===== config.mk =====
export PLATFORM = sky130hd
export DESIGN_NAME = tlpt_ram
export DESIGN_NICKNAME = d
export VERILOG_FILES = /design/src/tlpt_ram.sv
export SDC_FILE = /design/constraint.sdc
export NUM_CORES = 2
export LEC_CHECK = 0
export BUFFER_PORTS_ARGS = -buffer_cell sky130_fd_sc_hd__buf_2
export CAP_MARGIN = 30
export CORE_AREA = 4 4 452 454
export DETAILED_ROUTE_END_ITERATION = 7
export DIE_AREA = 0 0 456 458
export HOLD_SLACK_MARGIN = 0.06
export RECOVER_POWER = 25
export SLEW_MARGIN = 5
export SYNTH_ARGS = -nofsm -noshare
export SYNTH_HDL_FRONTEND = slang
export SYNTH_SLANG_ARGS = --single-unit

===== constraint.sdc =====
create_clock -name clk -period 4.5 [get_ports clk]
set_input_delay 0.225 -clock clk [delete_from_list [all_inputs] [get_ports clk]]
set_output_delay 0.225 -clock clk [all_outputs]
set_load 0.005 [all_outputs]

===== src/tlpt_ram.sv =====
`timescale 1ns / 1ps
module tlpt_ram #(
	parameter int WIDTH = 8,
	parameter int DEPTH = 256
) (
	input  logic                                     clk,
	input  logic                                     we,
	input  logic [((DEPTH > 1) ? $clog2(DEPTH) : 1)-1:0] waddr,
	input  logic [WIDTH-1:0]                         wdata,
	input  logic                                     re,
	input  logic [((DEPTH > 1) ? $clog2(DEPTH) : 1)-1:0] raddr,
	output logic [WIDTH-1:0]                         rdata
);

	logic [WIDTH-1:0] mem [DEPTH];

	always_ff @(posedge clk) begin
		if (we) begin
			mem[waddr] <= wdata;
		end
		if (re) begin
			rdata <= mem[raddr];
		end
	end

endmodule


==> results.py <==
metrics = {
    "global_routing": {
        "grt.overflow.total": 0,
        "grt_pass1_wl_um": 288000,
        "grt_max_degree": 158,
        "grt_use_total_pct": 18.9,
        "antenna_found_initial": 6,
        "grt_pass1_vias": 38900,
    },
    "synthesis": {
        "synthTopCellsByCount": "edfxtp_1 (2056), mux4_2 (454), nor2_1 (282), mux2i_1 (134), a22oi_1 (133)",
        "synthArstFlopShare_pct": 0,
        "synth-compound-area-share_pct": 3.42,
        "synth.distinct_cells": 54,
        "synth_most_common_cell": "edfxtp_1",
        "synthTopCellsByArea": "edfxtp_1 (78%), mux4_2 (13%), mux2i_1 (1.7%)",
        "synth-simple-area-share_pct": 2.63,
        "avgSynthCellArea_um2": 21.3,
        "synth_cells": 3733,
        "synth_edf_count": 2056,
        "synth_flop_cell": "edfxtp_1",
        "yosysTopAreaCell": "edfxtp_1",
        "syn_area_mm2": 0.0796,
        "seq_area_frac_synth_pct": 77.5,
        "synth_top_area_share_pct": 77.5,
        "ys_ff_latch": 2056,
        "synth_top_family_by_area": "multiplexers",
        "syn_nets": 3760,
        "synthXorXnorAreaFrac_pct": 0,
        "ys_warn_count": 0,
        "synthMuxAreaShare_pct": 14.6,
        "synthAdderAreaFrac_pct": 0,
    },
    "floorplanning": {
        "die_area_mm2": 0.209,
        "fp.dieW_um": 456,
        "die_h_um": 458,
        "fp.coreArea_mm2": 0.200,
        "start_util_pct": 39.9,
        "io_pins": 35,
        "num_rows": 164,
    },
    "sta": {
        "maxSlewViolCount": 917,
        "timing.final.crit_share_pct": 78.6,
        "setup_tns_ns": 0,
        "fin_skew_ns": 0.0423,
        "fmax_mhz": 283,
        "slew_headroom_pct": -133,
        "rsz0062_at_grt": "false",
        "post-route-min-period_ns": 3.54,
        "worst_pin_slew_ns": 3.50,
        "finalSetupViolCount": 0,
        "hold_viol": 0,
        "fin_ws_ns": 0.964,
    },
    "clocking": {
        "cts_root_buffer": "clkbuf_16",
        "cts_buffers": 198,
        "cts_htree_levels": 4,
        "clkLatencyLatePin_ns": 0.83,
        "cts_resized": 0,
        "cts_hold_buf": 9,
        "cts.sinks": 2056,
        "cts_tree": "done",
        "cts_setup_buffers": 0,
        "path_clk_slew_ns": 0.06,
        "clk_path_buf_depth": 3,
    },
    "status": {
        "violations": "max-capacitance violations, max-slew violations",
        "outcome": "finished, violations left",
    },
    "place": {
        "dpl_cell_area_mm2": 0.0835,
        "hpwl_um": 121000,
        "gp_congestion": 0.808,
        "numPortBuffers": 34,
        "dp_cells": 6372,
        "post-place-ws_ns": 0.790,
    },
    "final_layout": {
        "utilization_pct": 44.9,
        "syn2layout_area_growth_pct": 12.6,
        "drive_gt1_share_pct": 23.4,
        "stdcell_count": 6768,
        "design_area_mm2": 0.0897,
        "final_nets": 3967,
    },
    "worst_hold_path": {
        "holdCritPathClass": "primary input to flip-flop",
    },
    "power": {
        "p_leak_nw": 27.5,
        "power_density_mw_per_mm2": 432,
        "ir_worst_vdd_mv": 0.408,
    },
    "drt": {
        "drt_iter0_markers": 4990,
        "drcViolationCount": 0,
        "wl_um": 200000,
        "postRouteAntennaNets": 0,
        "vias": 39000,
        "viasPerCell": 5.76,
        "drtPass1Iterations": 6,
        "wl_per_cell_um": 29.5,
    },
    "setup_path": {
        "critPathLaunchType": "primary input",
        "path_max_fanout": 84,
        "worstPathArrival_ns": 3.86,
        "worstPathRequired_ns": 4.83,
        "end_kind": "flip-flop",
        "crit_type": "primary input to flip-flop",
    },
    "run": {
        "maxCapViolCount": 7,
    },
}
## cell type report
cell class	count	area, µm²
fillers	16600	110000
flip-flops and latches	2056	61700
multi-input cells	1442	16500
clock buffers	243	5170
well taps	2656	3320
repair buffers	240	2080
clock inverters	127	895
inverters	2	7.51
diodes	2	5.00
## placed cells by master (no fill, tap or decap), types with 5 or more instances in the layout
cell	count
mux4_2	454
o211ai_1	10
buf_2	23
nand2_1	33
inv_6	5
nor2b_1	28
o22ai_1	28
nand2b_1	8
clkbuf_1	46
dlygate4sd3_1	12
and2_1	6
nand3_1	34
clkinv_1	64
o22a_1	5
o221ai_1	46
a21oi_1	96
buf_4	163
a22o_1	8
clkinvlp_4	6
clkbuf_16	200
a221oi_1	13
bufinv_16	7
edfxtp_1	2056
buf_12	23
clkbuf_2	7
nor2_1	279
nor3_1	22
o21ai_0	10
a211oi_1	16
nand4_1	10
nor4_1	23
a22oi_1	133
clkinv_2	37
mux2i_1	134
## metrics by stage
stage               hold slack [ns]  power, mW
floorplan                     0.324       22.6
global placement              0.586       23.5
detailed placement            0.592       23.5
CTS                          0.0619       39.0
global route                  0.144       40.0
finish                        0.181       38.8
## sequential cells by signal (all words and copies together) (netlist names)
signal and count:
rdata 8, mem 2048
## cells by family after synthesis
group                  after synthesis
DFF                               2056
muxes                              591
AOI/OAI and AO/OA                  385
and+or+nand+nor                    466
buffers and inverters              235
## worst max-delay path, stage by stage
cell           delay (ns)
dlygate4sd3_1        0.55
clkbuf_1             1.04
clkbuf_1             0.45
clkbuf_2             1.43
## power by group
part / leakage (nW) / internal, mW / switching, mW
combinational: 6.06 / 0.668 / 1.25
clock: 2.96 / 8.57 / 7.11
sequential: 18.5 / 21.1 / 0.0278
## worst paths after layout
| check | from | to | slack [ns] | cells past startpoint |
|---|---|---|---|---|
| max | wdata[3] | mem[131][3]$_DFFE_PP_ | 0.96 | 4 |
| min | waddr[1] | mem[167][5]$_DFFE_PP_ | 0.18 | 3 |
| max reg2reg | mem[219][1]$_DFFE_PP_ | rdata[1]$_DFFE_PP_ | 1.78 | 6 |
| min reg2reg | mem[32][5]$_DFFE_PP_ | rdata[5]$_DFFE_PP_ | 1.23 | 7 |
## routing by layer
metal | up-vias | track usage (%) | part of all wire (%) | wire length [µm]
li1 | 16100 | - | - | -
met1 | 20900 | 27.0 | 41 | 82600
met2 | 1677 | 29.8 | 48 | 95900
met3 | 303 | 3.62 | 7.9 | 15900
met4 | 0 | 5.15 | 2.7 | 5330
met5 | - | 0 | 0 | 0
Note: power is estimated with default switching activity, not from simulation.
